File: src/vc1sc_pkg.sv
// ============================================================================
// vc1sc_pkg
// Shared types, constants and the picture-type decoder of the VC-1 start-code
// header parser.
// ============================================================================
package vc1sc_pkg;

    localparam int SEQ_FIELD_BITS  = 44;
    localparam int SIZE_FIELD_BITS = 12;
    // Sequence bits left over once whole bytes are taken.
    localparam int SEQ_TAIL_BITS   = SEQ_FIELD_BITS % 8;
    localparam int SEQ_CNT_W       = $clog2(SEQ_FIELD_BITS + 1);

    localparam logic [7:0] SC_SEQUENCE = 8'h0F;
    localparam logic [7:0] SC_PICTURE  = 8'h0D;
    localparam logic [23:0] SC_PREFIX  = 24'h000001;

    localparam logic [1:0] TYPE_I       = 2'd0;
    localparam logic [1:0] TYPE_P       = 2'd1;
    localparam logic [1:0] TYPE_B       = 2'd2;
    localparam logic [1:0] TYPE_UNKNOWN = 2'd3;

    localparam logic [1:0] KIND_FRAME    = 2'd0;
    localparam logic [1:0] KIND_SEQUENCE = 2'd1;
    localparam logic [1:0] KIND_BOTH     = 2'd2;

    typedef struct packed {
        logic [7:0] data_byte;
        logic       last_byte;
    } in_beat_t;

    typedef struct packed {
        logic [1:0]  header_kind;
        logic [1:0]  frame_type;
        logic        interlaced;
        logic [1:0]  profile;
        logic [2:0]  level;
        logic [13:0] width;
        logic [13:0] height;
        logic        interlaced_source;
        logic [2:0]  frame_rate_code;
        logic [4:0]  bit_rate_code;
        logic [1:0]  chroma_format;
        logic        postproc_present;
    } out_beat_t;

    // Picture header byte -> {interlaced, frame_type}.
    // FCM is present only when the sequence interlace flag is set.
    function automatic logic [2:0] decode_picture(input logic [7:0] b, input logic ilace);
        logic       inter;
        logic [7:0] v;
        logic [1:0] ptype;
        inter = 1'b0;
        v     = b;
        if (ilace)
        begin
            if (b[7])
            begin
                inter = 1'b1;
                v     = b << 2;
            end
            else
            begin
                v = b << 1;
            end
        end
        priority if (!v[7]) ptype = TYPE_P;
        else if (!v[6])     ptype = TYPE_B;
        else if (!v[5])     ptype = TYPE_I;
        else if (!v[4])     ptype = TYPE_B;   // BI
        else                ptype = TYPE_P;   // skipped
        return {inter, ptype};
    endfunction

endpackage

File: src/vc1_start_code_header_parser.sv
// ============================================================================
// vc1_start_code_header_parser
// Scans a buffer byte by byte for VC-1 sequence and frame start codes and
// reports one header summary beat per buffer.
// ============================================================================
//
//  channel | dir | handshake               | payload
//  --------+-----+-------------------------+-----------------------------------
//  byte    | in  | byte_valid / byte_stall | in_beat_t: data_byte, last_byte
//  hdr     | out | hdr_valid / hdr_stall   | out_beat_t: header summary fields
//
//  One byte per cycle sustained while byte_stall is low. A byte is held in the
//  input register, then the scan logic updates the parser state and, on the
//  last byte of a buffer, writes the summary into the output register, or into
//  the skid entry while hdr_stall holds the output register; hdr_valid is the
//  registered valid flag of the output register.
//  Reset clears all per-buffer state; the sequence fields read all ones until a
//  sequence header is parsed, the frame type unknown until a picture is decoded.
//  hdr_stall is absorbed by a one-entry skid; byte_stall rises only when the
//  skid is full and a byte waits in the input register.
//
module vc1_start_code_header_parser
    import vc1sc_pkg::*;
(
    input  logic      clk,
    input  logic      rst_n,
    input  logic      byte_valid,
    output logic      byte_stall,
    input  in_beat_t  byte_data,
    output logic      hdr_valid,
    input  logic      hdr_stall,
    output out_beat_t hdr_data
);

    logic      in_valid_reg, in_valid_next;
    in_beat_t  in_beat_reg;
    logic      skid_full;
    logic      fire;
    logic      accept;
    logic      push;
    out_beat_t result;

    // The registered byte is processed whenever a result slot is free.
    assign fire       = in_valid_reg & ~skid_full;
    assign byte_stall = in_valid_reg & skid_full;
    assign accept     = byte_valid & ~byte_stall;

    always_comb
    begin
        if (accept)
            in_valid_next = 1'b1;
        else if (fire)
            in_valid_next = 1'b0;
        else
            in_valid_next = in_valid_reg;
    end

    always_ff @(posedge clk or negedge rst_n)
    begin
        if (!rst_n)
            in_valid_reg <= 1'b0;
        else
            in_valid_reg <= in_valid_next;
    end

    always_ff @(posedge clk)
    begin
        if (accept)
            in_beat_reg <= byte_data;
    end

    // Start-code scan, sequence collection and picture decode.
    vc1sc_parse_core u_core (
        .clk    (clk),
        .rst_n  (rst_n),
        .fire   (fire),
        .beat   (in_beat_reg),
        .push   (push),
        .result (result)
    );

    // Summary beat register plus skid entry.
    vc1sc_out_skid u_out (
        .clk       (clk),
        .rst_n     (rst_n),
        .push      (push),
        .push_data (result),
        .skid_full (skid_full),
        .hdr_valid (hdr_valid),
        .hdr_stall (hdr_stall),
        .hdr_data  (hdr_data)
    );

endmodule

File: src/vc1sc_parse_core.sv
// ============================================================================
// vc1sc_parse_core
// Per-byte start-code scan, sequence bit collection and picture decode.
// ============================================================================
module vc1sc_parse_core
    import vc1sc_pkg::*;
(
    input  logic      clk,
    input  logic      rst_n,
    input  logic      fire,
    input  in_beat_t  beat,
    output logic      push,
    output out_beat_t result
);

    logic [23:0]                 recent_reg,     recent_next;
    logic [SEQ_FIELD_BITS-1:0]   seq_shift_reg,  seq_shift_next;
    logic [SEQ_CNT_W-1:0]        seq_cnt_reg,    seq_cnt_next;
    logic                        collecting_reg, collecting_next;
    logic [SEQ_FIELD_BITS-1:0]   seq_fields_reg, seq_fields_next;
    logic                        pending_reg,    pending_next;
    logic [7:0]                  first_reg,      first_next;
    logic [2:0]                  pos_reg,        pos_next;
    logic [1:0]                  found_reg,      found_next;
    logic [2:0]                  pic_reg,        pic_next;
    logic                        held_valid_reg, held_valid_next;
    logic [7:0]                  held_byte_reg,  held_byte_next;

    always_comb
    begin
        logic [7:0] b;
        b = beat.data_byte;

        recent_next     = recent_reg;
        seq_shift_next  = seq_shift_reg;
        seq_cnt_next    = seq_cnt_reg;
        collecting_next = collecting_reg;
        seq_fields_next = seq_fields_reg;
        pending_next    = pending_reg;
        first_next      = first_reg;
        pos_next        = pos_reg;
        found_next      = found_reg;
        pic_next        = pic_reg;
        held_valid_next = held_valid_reg;
        held_byte_next  = held_byte_reg;

        if (pos_reg == 3'd0)
            first_next = b;

        // sequence bits, MSB first; the final step takes only the tail bits
        if (collecting_next)
        begin
            if (seq_cnt_next == SEQ_CNT_W'(SEQ_FIELD_BITS - SEQ_TAIL_BITS))
            begin
                seq_shift_next = {seq_shift_next[SEQ_FIELD_BITS-SEQ_TAIL_BITS-1:0],
                                  b[7 -: SEQ_TAIL_BITS]};
                seq_cnt_next   = SEQ_CNT_W'(SEQ_FIELD_BITS);
            end
            else
            begin
                seq_shift_next = {seq_shift_next[SEQ_FIELD_BITS-9:0], b};
                seq_cnt_next   = seq_cnt_next + SEQ_CNT_W'(8);
            end
            if (seq_cnt_next >= SEQ_CNT_W'(SEQ_FIELD_BITS))
            begin
                seq_fields_next = seq_shift_next;
                collecting_next = 1'b0;
                seq_shift_next  = '0;
                seq_cnt_next    = '0;
                if (held_valid_next)
                begin
                    pic_next        = decode_picture(held_byte_next, seq_fields_next[2]);
                    held_valid_next = 1'b0;
                    held_byte_next  = '0;
                end
            end
        end

        // frame header byte; held while a sequence header is still open
        if (pending_next)
        begin
            pending_next = 1'b0;
            if (collecting_next)
            begin
                held_valid_next = 1'b1;
                held_byte_next  = b;
            end
            else
            begin
                pic_next = decode_picture(b, seq_fields_next[2]);
            end
        end

        if (pos_reg >= 3'd3 && recent_reg == SC_PREFIX)
        begin
            if (b == SC_PICTURE)
            begin
                found_next[0] = 1'b1;
                pending_next  = 1'b1;
            end
            else if (b == SC_SEQUENCE)
            begin
                found_next[1] = 1'b1;
                if (held_valid_next)
                begin
                    pic_next        = decode_picture(held_byte_next, seq_fields_next[2]);
                    held_valid_next = 1'b0;
                end
                collecting_next = 1'b1;
                seq_shift_next  = '0;
                seq_cnt_next    = '0;
            end
        end

        recent_next = {recent_reg[15:0], b};
        if (pos_reg != 3'd7)
            pos_next = pos_reg + 3'd1;

        if (beat.last_byte)
        begin
            // bits past the buffer end read as zero
            if (collecting_next)
            begin
                seq_fields_next = seq_shift_next << (SEQ_CNT_W'(SEQ_FIELD_BITS) - seq_cnt_next);
                if (held_valid_next)
                    pic_next = decode_picture(held_byte_next, seq_fields_next[2]);
            end
            if (found_next == 2'b00)
                pic_next = decode_picture(first_next, seq_fields_next[2]);
        end

        result.header_kind       = found_next[1] ? (found_next[0] ? KIND_BOTH : KIND_SEQUENCE)
                                                 : KIND_FRAME;
        result.frame_type        = pic_next[1:0];
        result.interlaced        = pic_next[2];
        result.profile           = seq_fields_next[43:42];
        result.level             = seq_fields_next[41:39];
        result.chroma_format     = seq_fields_next[38:37];
        result.frame_rate_code   = seq_fields_next[36:34];
        result.bit_rate_code     = seq_fields_next[33:29];
        result.postproc_present  = seq_fields_next[28];
        result.width             = {1'b0, seq_fields_next[27 -: SIZE_FIELD_BITS], 1'b0} + 14'd2;
        result.height            = {1'b0, seq_fields_next[15 -: SIZE_FIELD_BITS], 1'b0} + 14'd2;
        result.interlaced_source = seq_fields_next[2];

        // end of buffer: per-buffer state back to reset
        if (beat.last_byte)
        begin
            recent_next     = '0;
            seq_shift_next  = '0;
            seq_cnt_next    = '0;
            collecting_next = 1'b0;
            pending_next    = 1'b0;
            first_next      = '0;
            pos_next        = '0;
            found_next      = '0;
            held_valid_next = 1'b0;
            held_byte_next  = '0;
        end
    end

    assign push = fire & beat.last_byte;

    always_ff @(posedge clk or negedge rst_n)
    begin
        if (!rst_n)
        begin
            recent_reg     <= '0;
            seq_shift_reg  <= '0;
            seq_cnt_reg    <= '0;
            collecting_reg <= 1'b0;
            seq_fields_reg <= '1;
            pending_reg    <= 1'b0;
            first_reg      <= '0;
            pos_reg        <= '0;
            found_reg      <= '0;
            pic_reg        <= {1'b0, TYPE_UNKNOWN};
            held_valid_reg <= 1'b0;
            held_byte_reg  <= '0;
        end
        else if (fire)
        begin
            recent_reg     <= recent_next;
            seq_shift_reg  <= seq_shift_next;
            seq_cnt_reg    <= seq_cnt_next;
            collecting_reg <= collecting_next;
            seq_fields_reg <= seq_fields_next;
            pending_reg    <= pending_next;
            first_reg      <= first_next;
            pos_reg        <= pos_next;
            found_reg      <= found_next;
            pic_reg        <= pic_next;
            held_valid_reg <= held_valid_next;
            held_byte_reg  <= held_byte_next;
        end
    end

endmodule

File: src/vc1sc_out_skid.sv
// ============================================================================
// vc1sc_out_skid
// Result register with one skid entry; full flag is registered.
// ============================================================================
module vc1sc_out_skid
    import vc1sc_pkg::*;
(
    input  logic      clk,
    input  logic      rst_n,
    input  logic      push,
    input  out_beat_t push_data,
    output logic      skid_full,
    output logic      hdr_valid,
    input  logic      hdr_stall,
    output out_beat_t hdr_data
);

    logic      out_valid_reg, out_valid_next;
    out_beat_t out_data_reg,  out_data_next;
    logic      skid_valid_reg, skid_valid_next;
    out_beat_t skid_data_reg,  skid_data_next;
    logic      pop;

    assign pop = out_valid_reg & ~hdr_stall;

    always_comb
    begin
        out_valid_next  = out_valid_reg;
        out_data_next   = out_data_reg;
        skid_valid_next = skid_valid_reg;
        skid_data_next  = skid_data_reg;
        if (skid_valid_reg)
        begin
            // no push can arrive while the skid entry is occupied
            if (pop)
            begin
                out_data_next   = skid_data_reg;
                skid_valid_next = 1'b0;
            end
        end
        else if (push)
        begin
            if (out_valid_reg && !pop)
            begin
                skid_data_next  = push_data;
                skid_valid_next = 1'b1;
            end
            else
            begin
                out_data_next  = push_data;
                out_valid_next = 1'b1;
            end
        end
        else if (pop)
        begin
            out_valid_next = 1'b0;
        end
    end

    always_ff @(posedge clk or negedge rst_n)
    begin
        if (!rst_n)
        begin
            out_valid_reg  <= 1'b0;
            skid_valid_reg <= 1'b0;
        end
        else
        begin
            out_valid_reg  <= out_valid_next;
            skid_valid_reg <= skid_valid_next;
        end
    end

    always_ff @(posedge clk)
    begin
        out_data_reg  <= out_data_next;
        skid_data_reg <= skid_data_next;
    end

    assign skid_full = skid_valid_reg;
    assign hdr_valid = out_valid_reg;
    assign hdr_data  = out_data_reg;

endmodule
File: config.mk
export PLATFORM = sky130hd
export DESIGN_NAME = vc1_start_code_header_parser
export DESIGN_NICKNAME = d
export VERILOG_FILES = /design/src/vc1sc_pkg.sv /design/src/vc1_start_code_header_parser.sv /design/src/vc1sc_parse_core.sv /design/src/vc1sc_out_skid.sv
export SDC_FILE = /design/constraint.sdc
export NUM_CORES = 1
export LEC_CHECK = 0
export BUFFER_PORTS_ARGS = -buffer_cell sky130_fd_sc_hd__buf_2
export CELL_PAD_IN_SITES_DETAIL_PLACEMENT = 0
export CELL_PAD_IN_SITES_GLOBAL_PLACEMENT = 1
export CORE_UTILIZATION = 53
export DETAILED_ROUTE_END_ITERATION = 12
export HOLD_SLACK_MARGIN = 0.03
export PLACE_DENSITY = 0.95
export SLEW_MARGIN = 0
export SYNTH_ARGS = -nofsm -noshare
export SYNTH_HDL_FRONTEND = slang
export SYNTH_SLANG_ARGS = --single-unit
File: constraint.sdc
create_clock -name clk -period 15.67 [get_ports clk]
set_clock_uncertainty 0.15 [all_clocks]
set_input_delay 1.567 -clock clk [delete_from_list [all_inputs] [get_ports clk]]
set_output_delay 1.567 -clock clk [all_outputs]
set_load 0.1 [all_outputs]
==> results.toml, run 1 <==
[critical_path]
cp.required_ns = 15.82
worstSetupStartpointType = "flip-flop"
critical_path_class = "reg -> reg"
cp-end-kind = "flip-flop"
crit_top_cell = "ha_1"
slowest_stage = "and2_0"
cp_slowest_stage_delay_ns = 0.83
arrival_ns = 7.55
path_max_fanout = 75
crit_chain = "ha_1 -> xor2_2 -> o21ai_2 -> a21oi_4 -> buf_4 -> nor2_1 -> nand2_1 -> ha_1 -> a311o_1 -> and2_0 -> o211ai_1 -> a21oi_1 -> a22oi_1 -> nand3b_1 -> nand3_1 -> or4_4 -> xor2_1 -> mux2_2"

[route]
dr.pass1.iters = 6
route.detailed.wl_per_inst_um = 25.5
drc = 0
drtAntennaViolNets = 0
dr_total_vias = 14461
drt_iter0_drc = 1759
viasPerCell = 6.77
drt_wl_total_um = 54600

[floorplanning]
pin_count = 65
dieArea_um2 = 30800
num_rows = 63
fp.dieH_um = 176
die_w_um = 176
initial_core_util = 0.539
core_area_um2 = 29600

[cells_and_area]
nFillCells = 2587
finalInstanceArea_um2 = 17300
area_growth_pct = 8.38
drive_above_1_share = 0.164
final_util = 0.584
nets = 1746

[clock_network]
numCtsBuffers = 26
post_cts.repair.setup_buffers = 0
cts_sinks = 246
cts_hold_buf = 0
cts_buffer_depth = 3
clk_latency_ns = 0.56
cts_resized = 0
cts_root_buf = "clkbuf_16"
tritoncts = "built"
htreeDepth = 1
cts.reportedPaths.clkPinSlew_ns = 0.06

[yosys]
synth_common_cells = "317 x nand2_1, 122 x o21ai_0, 105 x edfxtp_1"
yosys_warnings = 0
synth-edff-count = 105
synth_top_area_cell = "edfxtp_1"
ys.flop_type = "edfxtp_1"
ys_seq_area_frac = 0.422
syn_area_um2 = 16000
yosysMostFrequentCell = "nand2_1"
synth.avg_cell_area_um2 = 9.10
syn_inst = 1754
netlist.area_leader.share = 0.197
synth.distinct_cells = 91
synthTopCellsByArea = "edfxtp_1 20%, dfrtp_1 15%, nand2_1 7.5%, dfstp_2 7.1%, mux2_2 4.3%"
ys_ff_latch = 246
synth-async-reset-ratio = 0.573

[placed_design]
port_buffers = 62
place.gp.congestion = 1.01
dp_hpwl_um = 38300
dpl-instance-area_um2 = 16500

[power]
vdd_drop_max_uv = 110
leakage_uw = 0.00660
p_per_area_nw_per_um2 = 124

[timing]
rsz0062_at_grt = "no"
fin_crit_sh = 0.472
slew_headroom = 0.281
report.final.slew_viol_count = 0
worst_pin_slew_ns = 1.08
fmax_mhz = 135
finalSetupTns_ns = 0
setup_viol = 0
hold_viol = 0
layout_min_cycle_time_ns = 7.40

[run_status]
status = "completed"

[global_routing]
grt_max_degree = 77
track_usage = 0.356
grt_pass1_vias = 13578
grt_pass1_wl_um = 83900
grt-ovfl-total = 0
antenna_found_initial = 2

[hold_path]
min_path_type = "reg -> reg"

[job]
cap_violations = 0
[routing by layer]
metal	global-route usage	vias to the layer above	routed length, um
met5	0	-	28
met4	0.161	4	2480
met3	0.0634	152	4860
met2	0.533	781	23800
met1	0.505	7058	23400
li1	-	6466	-
[area by class of cell]
class,instances,area [um^2],share of cell area
Timing Repair Buffer,93,549,0.0317
Clock buffer,38,726,0.0419
Tap cell,390,488,0.0282
Clock inverter,10,111,0.00643
Multi-Input combinational cell,1324,8570,0.495
Inverter,34,128,0.00737
Sequential cell,246,6740,0.389
Antenna cell,1,2.50,0.000145
[worst paths after layout]
| kind | from | end | slack [ns] | cells past startpoint |
|---|---|---|---|---|
| worst min register to register | u_core.seq_fields_reg[28] | u_core.seq_fields_reg[28] | 0.31 | 2 |
| worst max register to register | u_core.seq_cnt_reg[3] | u_out.hdr_data[37] | 8.27 | 18 |
| worst max-delay path | u_core.seq_cnt_reg[3] | u_out.hdr_data[37] | 8.27 | 18 |
| min in group asynchronous | rst_n | u_core.first_reg[2] | 0.83 | 1 |
| max in group asynchronous | rst_n | u_out.skid_full | 13.00 | 2 |
| worst min-delay path | u_core.seq_fields_reg[28] | u_core.seq_fields_reg[28] | 0.31 | 2 |
[logic make-up (layout without fill, tap and decap cells)]
logic type               after synthesis  count (layout)  synth area share
buffers and inverters                185             175            0.0472
other                                  1               3          0.000235
flip-flops                           246             246             0.422
XOR/XNOR                              20              20            0.0114
multiplexers                         140             140             0.104
adder cells (fa/ha/maj)                8               8           0.00627
AO/OA/AOI/OAI                        521             521             0.225
AND/OR/NAND/NOR                      633             633             0.184
[stage by stage]
| stage | instances | total power [uW] | setup WS, ns | hold slack (ns) |
|---|---|---|---|---|
| finish | 2136 | 2140 | 8.27 | 0.311 |
| CTS | 2135 | 2150 | 8.41 | 0.311 |
| global placement | 2087 | 1520 | 8.65 | 0.296 |
| floorplan | 1755 | 1400 | 9.82 | 0.285 |
| detailed placement | 2087 | 1540 | 8.43 | 0.299 |
| global route | 2135 | 2220 | 7.82 | 0.332 |
[critical path, delay by kind of cell, from the launching register on]
family | cells | cell delay [ns]
AOI/OAI and AO/OA | 6 | 2.01
xor gates and xnor gates | 2 | 0.58
and+or+nand+nor | 6 | 2.24
DFF | 1 | 0.56
adders and majority gates | 2 | 0.57
muxes | 1 | 0.30
buffers and inverters | 1 | 0.72
[cell usage in the layout (no fill, tap or decap), drive strengths merged, types with 43 or more instances in the layout]
cell type	instances
dfstp	43
mux2i	64
edfxtp	105
buf	93
a22o	43
dfrtp	98
nand2	317
mux2	62
a21oi	84
o21ai	128
nor2	101
[power by group]
group | switching [uW] | internal, uW
Sequential | 59.3 | 788
Clock | 256 | 354
Combinational | 558 | 124
(Power assumes the default switching activity.)
==> inputs of run 2 (changes only) <==
Settings changed: CORE_UTILIZATION 53 to 49, PLACE_DENSITY 0.95 to 0.89.
Clock period 15.67 ns to 7.4 ns, I/O delays scaled along.
==> results.toml, run 2 (synthesis results as in run 1) <==
[job]
cap_violations = 0

[timing]
setup_viol = 0
hold-worst-slack_ns = 0.0286
worst_pin_slew_ns = 1.01
fmax_mhz = 148
report.final.slew_viol_count = 0
fin_crit_sh = 0.914
slew_headroom = 0.318
hold_viol = 0
rsz0062_at_grt = "no"
layout_min_cycle_time_ns = 6.76
finalSetupTns_ns = 0

[clock_network]
cts.reportedPaths.clkPinSlew_ns = 0.07
post_cts.repair.setup_buffers = 0
cts_buffer_depth = 3
cts_hold_buf = 0
clk_latency_ns = 0.57
htreeDepth = 1
tritoncts = "built"
numCtsBuffers = 27
cts_resized = 0
cts_sinks = 246
cts_root_buf = "clkbuf_16"

[critical_path]
path_max_fanout = 11
cp-end-kind = "flip-flop"
worstSetupStartpointType = "flip-flop"
cp.required_ns = 7.56
crit_chain = "ha_1 -> ha_1 -> a211oi_1 -> nor4_4 -> and4_1 -> nor2_1 -> nand2_1 -> ha_1 -> and2_1 -> a32oi_1 -> nand2_1 -> mux2i_1 -> a22o_1 -> a2bb2oi_1 -> o21ai_0 -> ha_1 -> nand3_1 -> or4_4 -> xor2_1 -> mux2_2"
critical_path_class = "reg -> reg"
crit_buf_inv = 0
crit_top_cell = "ha_1"
arrival_ns = 6.93
reg2reg_slack_ns = 0.64
slowest_stage = "nand2_1"
cp_top_family = "simple AND/OR/NAND/NOR gates"
cp_slowest_stage_delay_ns = 0.57

[cells_and_area]
layout_common_cells = "316 x nand2_1, 121 x o21ai_0, 105 x edfxtp_1"
drive_above_1_share = 0.179
diodes = 0
nets = 1767
area_growth_pct = 11.0
mostFrequentLayoutCell = "nand2_1"
final_util = 0.558

[global_routing]
use_met3 = 0.0645
grt_pass1_vias = 13660
grt-ovfl-total = 0
antenna_found_initial = 0
grt_util_met2 = 0.512
grt_pass1_wl_um = 84400
grt.busiest_layer = "met2"
track_usage = 0.331
grtUsageMet1 = 0.460
grt_max_degree = 79

[floorplanning]
num_rows = 65
die_w_um = 183
pin_count = 65
core_area_um2 = 31800
fp.dieH_um = 183
initial_core_util = 0.502
dieArea_um2 = 33300

[placed_design]
port_buffers = 62
dp_hpwl_um = 38200
place.gp.congestion = 1.02

[power]
vdd_drop_max_uv = 266
fin_total_pwr_uw = 4830
p_per_area_nw_per_um2 = 272
leakage_uw = 0.00680

[route]
route.detailed.wl_per_inst_um = 25.0
drtAntennaViolNets = 0
drt_iter0_drc = 1523
drc = 0
dr_total_vias = 14455
drt_wl_total_um = 55100
viasPerCell = 6.56
dr.pass1.iters = 6

[hold_path]
min_path_type = "in -> async"

[run_status]
status = "completed"
## run 2: changes by cell type in the layout (fill, tap and decap cells not counted), moves of 2 or more
cell,before,now
clkinv_4,0,2
bufinv_16,2,9
clkbuf_1,9,4
buf_4,31,51
clkbuf_8,3,0
inv_8,1,3
clkinv_1,6,3
## run 2: final timing paths
check                                             to  depth (start not counted)                 startpoint
hold reg to reg            u_core.seq_fields_reg[22]                          2  u_core.seq_fields_reg[22]
hold / removal               u_core.held_byte_reg[5]                          1                      rst_n
setup / recovery                  u_out.hdr_data[37]                         20          u_core.pos_reg[0]
max in group asynchronous   u_core.seq_shift_reg[11]                          2                      rst_n
setup reg to reg                  u_out.hdr_data[37]                         20          u_core.pos_reg[0]
min in group clk                      in_beat_reg[7]                          1               byte_data[7]
## run 2: through the flow
step,worst slack (ns),area [um^2],std cells
after floorplan,1.59,16000,1755
after global placement,1.06,16700,2152
after detailed placement,0.861,16700,2152
after CTS,0.823,17700,2202
after global routing,0.374,17700,2202
final,0.637,17700,2202
## run 2: per-layer routing
metal,vias to the layer above,share of wire
met2,713,0.44
li1,6513,-
met5,-,0
met3,129,0.090
met1,7100,0.43
met4,0,0.039
## run 2: power breakdown
group	total, uW	switching, uW	internal (uW)
Clock	1600	602	999
Sequential	1760	94.7	1670
Combinational	1470	1200	269
Total	4830	1890	2930
## run 2: area by class of cell
cell class | instances | area [um^2]
Timing Repair Buffer | 113 | 699
Tap cell | 435 | 544
Clock buffer | 31 | 691
Multi-Input combinational cell | 1324 | 8570
Sequential cell | 246 | 6740
Inverter | 34 | 128
Clock inverter | 19 | 365
Fill cell | 2794 | 14100
==> inputs of run 3 (changes only) <==
Settings changed: CELL_PAD_IN_SITES_DETAIL_PLACEMENT 0 to 1, CELL_PAD_IN_SITES_GLOBAL_PLACEMENT 1 to 2, CORE_UTILIZATION 49 to 40.
==> results.toml, run 3 (synthesis results as in run 1) <==
[clock_network]
post_cts.repair.setup_buffers = 0
cts_root_buf = "clkbuf_16"
cts_hold_buf = 0
numCtsBuffers = 28
cts_buffer_depth = 3
cts.reportedPaths.clkPinSlew_ns = 0.06
tritoncts = "built"
cts_sinks = 246
clk_latency_ns = 0.57
cts_resized = 0
htreeDepth = 1

[route]
dr_total_vias = 14523
drc = 0
drt_iter0_drc = 1228
dr.pass1.iters = 5
drt_wl_total_um = 62700
viasPerCell = 6.34
drtAntennaViolNets = 0
route.detailed.wl_per_inst_um = 27.4

[floorplanning]
pin_count = 65
fp.dieH_um = 202
num_rows = 72
dieArea_um2 = 40700
die_w_um = 202
initial_core_util = 0.409
core_area_um2 = 39000

[run_status]
status = "completed"

[critical_path]
cp.required_ns = 7.56
crit_top_cell = "or4_4"
slowest_stage = "and2_0"
crit_chain = "or4_4 -> nor4_4 -> and4_1 -> nor2_1 -> buf_4 -> nand2_1 -> ha_1 -> a311o_1 -> and2_0 -> o211ai_1 -> o22a_1 -> a32oi_1 -> a21bo_2 -> nand3_2 -> or4_4 -> xor2_1 -> mux2_2"
arrival_ns = 6.58
cp-end-kind = "flip-flop"
path_max_fanout = 13
cp_slowest_stage_delay_ns = 0.73
worstSetupStartpointType = "flip-flop"
critical_path_class = "reg -> reg"

[timing]
setup_slack_ns = 0.976
worst_pin_slew_ns = 1.11
hold_viol = 0
layout_min_cycle_time_ns = 6.42
setup_viol = 0
fin_crit_sh = 0.868
rsz0062_at_grt = "no"
report.final.slew_viol_count = 0
slew_headroom = 0.261
hold-worst-slack_ns = 0.0204
finalSetupTns_ns = 0
fmax_mhz = 156

[cells_and_area]
nets = 1772
mostFrequentLayoutCell = "nand2_1"
nFillCells = 4464
area_growth_pct = 11.0
drive_above_1_share = 0.180
finalInstanceArea_um2 = 17700
layout_common_cells = "316 x nand2_1, 121 x o21ai_0, 105 x edfxtp_1"

[placed_design]
port_buffers = 62
dpl-instance-area_um2 = 16800
post-place-ws_ns = 1.16
dp_hpwl_um = 44400
place.gp.congestion = 0.976

[global_routing]
track_usage = 0.307
grt_max_degree = 79
grt-ovfl-total = 0
antenna_found_initial = 1
grt_pass1_wl_um = 95200
grt_pass1_vias = 14625

[power]
power_frac_comb = 0.317
switching_share = 0.410
internal_power_uw = 2750
leakage_uw = 0.00675
p_per_area_nw_per_um2 = 263
vdd_drop_max_uv = 262
p_switching_uw = 1910
clkPwrFrac = 0.301
fin_total_pwr_uw = 4660
seqPwrFrac = 0.382

[job]
cap_violations = 0

[hold_path]
min_path_type = "in -> async"
[run 3: changes by cell type in the layout (fill, tap and decap cells not counted), moves of 2 or more]
cell        before  now
buf_4           51   55
clkinvlp_4       1    3
clkbuf_1         4    6
bufinv_16        9    3
inv_8            3    0
clkinv_2         0    5
[run 3: area by class of cell]
class / count / area [um^2] / area share
Inverter: 34 / 128 / 0.00720
Clock buffer: 35 / 737 / 0.0416
Timing Repair Buffer: 117 / 729 / 0.0411
Multi-Input combinational cell: 1324 / 8570 / 0.483
Antenna cell: 1 / 2.50 / 0.000141
Tap cell: 518 / 648 / 0.0365
Sequential cell: 246 / 6740 / 0.380
Clock inverter: 17 / 183 / 0.0103
[run 3: path summary, 6_finish.rpt]
path	from	to	slack, ns	cells after the start
min in group clk	byte_data[8]	in_beat_reg[8]	0.19	1
hold / removal	rst_n	u_core.held_byte_reg[6]	0.02	1
setup / recovery	in_beat_reg[5]	u_out.hdr_data[37]	0.98	17
setup reg to reg	in_beat_reg[5]	u_out.hdr_data[37]	0.98	17
max in group asynchronous	rst_n	u_out.skid_full	5.61	2
hold reg to reg	u_core.seq_fields_reg[28]	u_core.seq_fields_reg[28]	0.31	2
[run 3: worst max-delay path, delay by kind of cell (launching register included)]
family	cells	cell delay, ns
AOI/OAI and AO/OA	5	1.78
muxes	1	0.30
buffers and inverters	1	0.17
xor gates and xnor gates	1	0.19
adders and majority gates	1	0.22
DFF	1	0.52
and+or+nand+nor	8	2.83
[run 3: power groups by stage]
stage / Sequential, uW / Clock, uW / Combinational [uW]
2_1_floorplan: 2430 / 0 / 534
3_3_place_gp: 1790 / 0 / 1460
3_5_place_dp: 1810 / 0 / 1480
4_1_cts: 1780 / 1430 / 1490
5_1_grt: 1800 / 1480 / 1560
6_report: 1780 / 1400 / 1480
[run 3: metrics by stage]
stage	instances	utilization
3_3_place_gp	2239	0.431
2_1_floorplan	1755	-
5_1_grt	2291	0.455
4_1_cts	2291	0.455
6_report	2292	0.455
3_5_place_dp	2239	0.431
[run 3: per-layer routing]
metal  vias to the layer above  GRT usage  part of all wire
met4                         0      0.103             0.035
li1                       6522          -                 -
met3                       126     0.0540             0.068
met1                      7361      0.417              0.44
met2                       514      0.493              0.46
met5                         -          0                 0
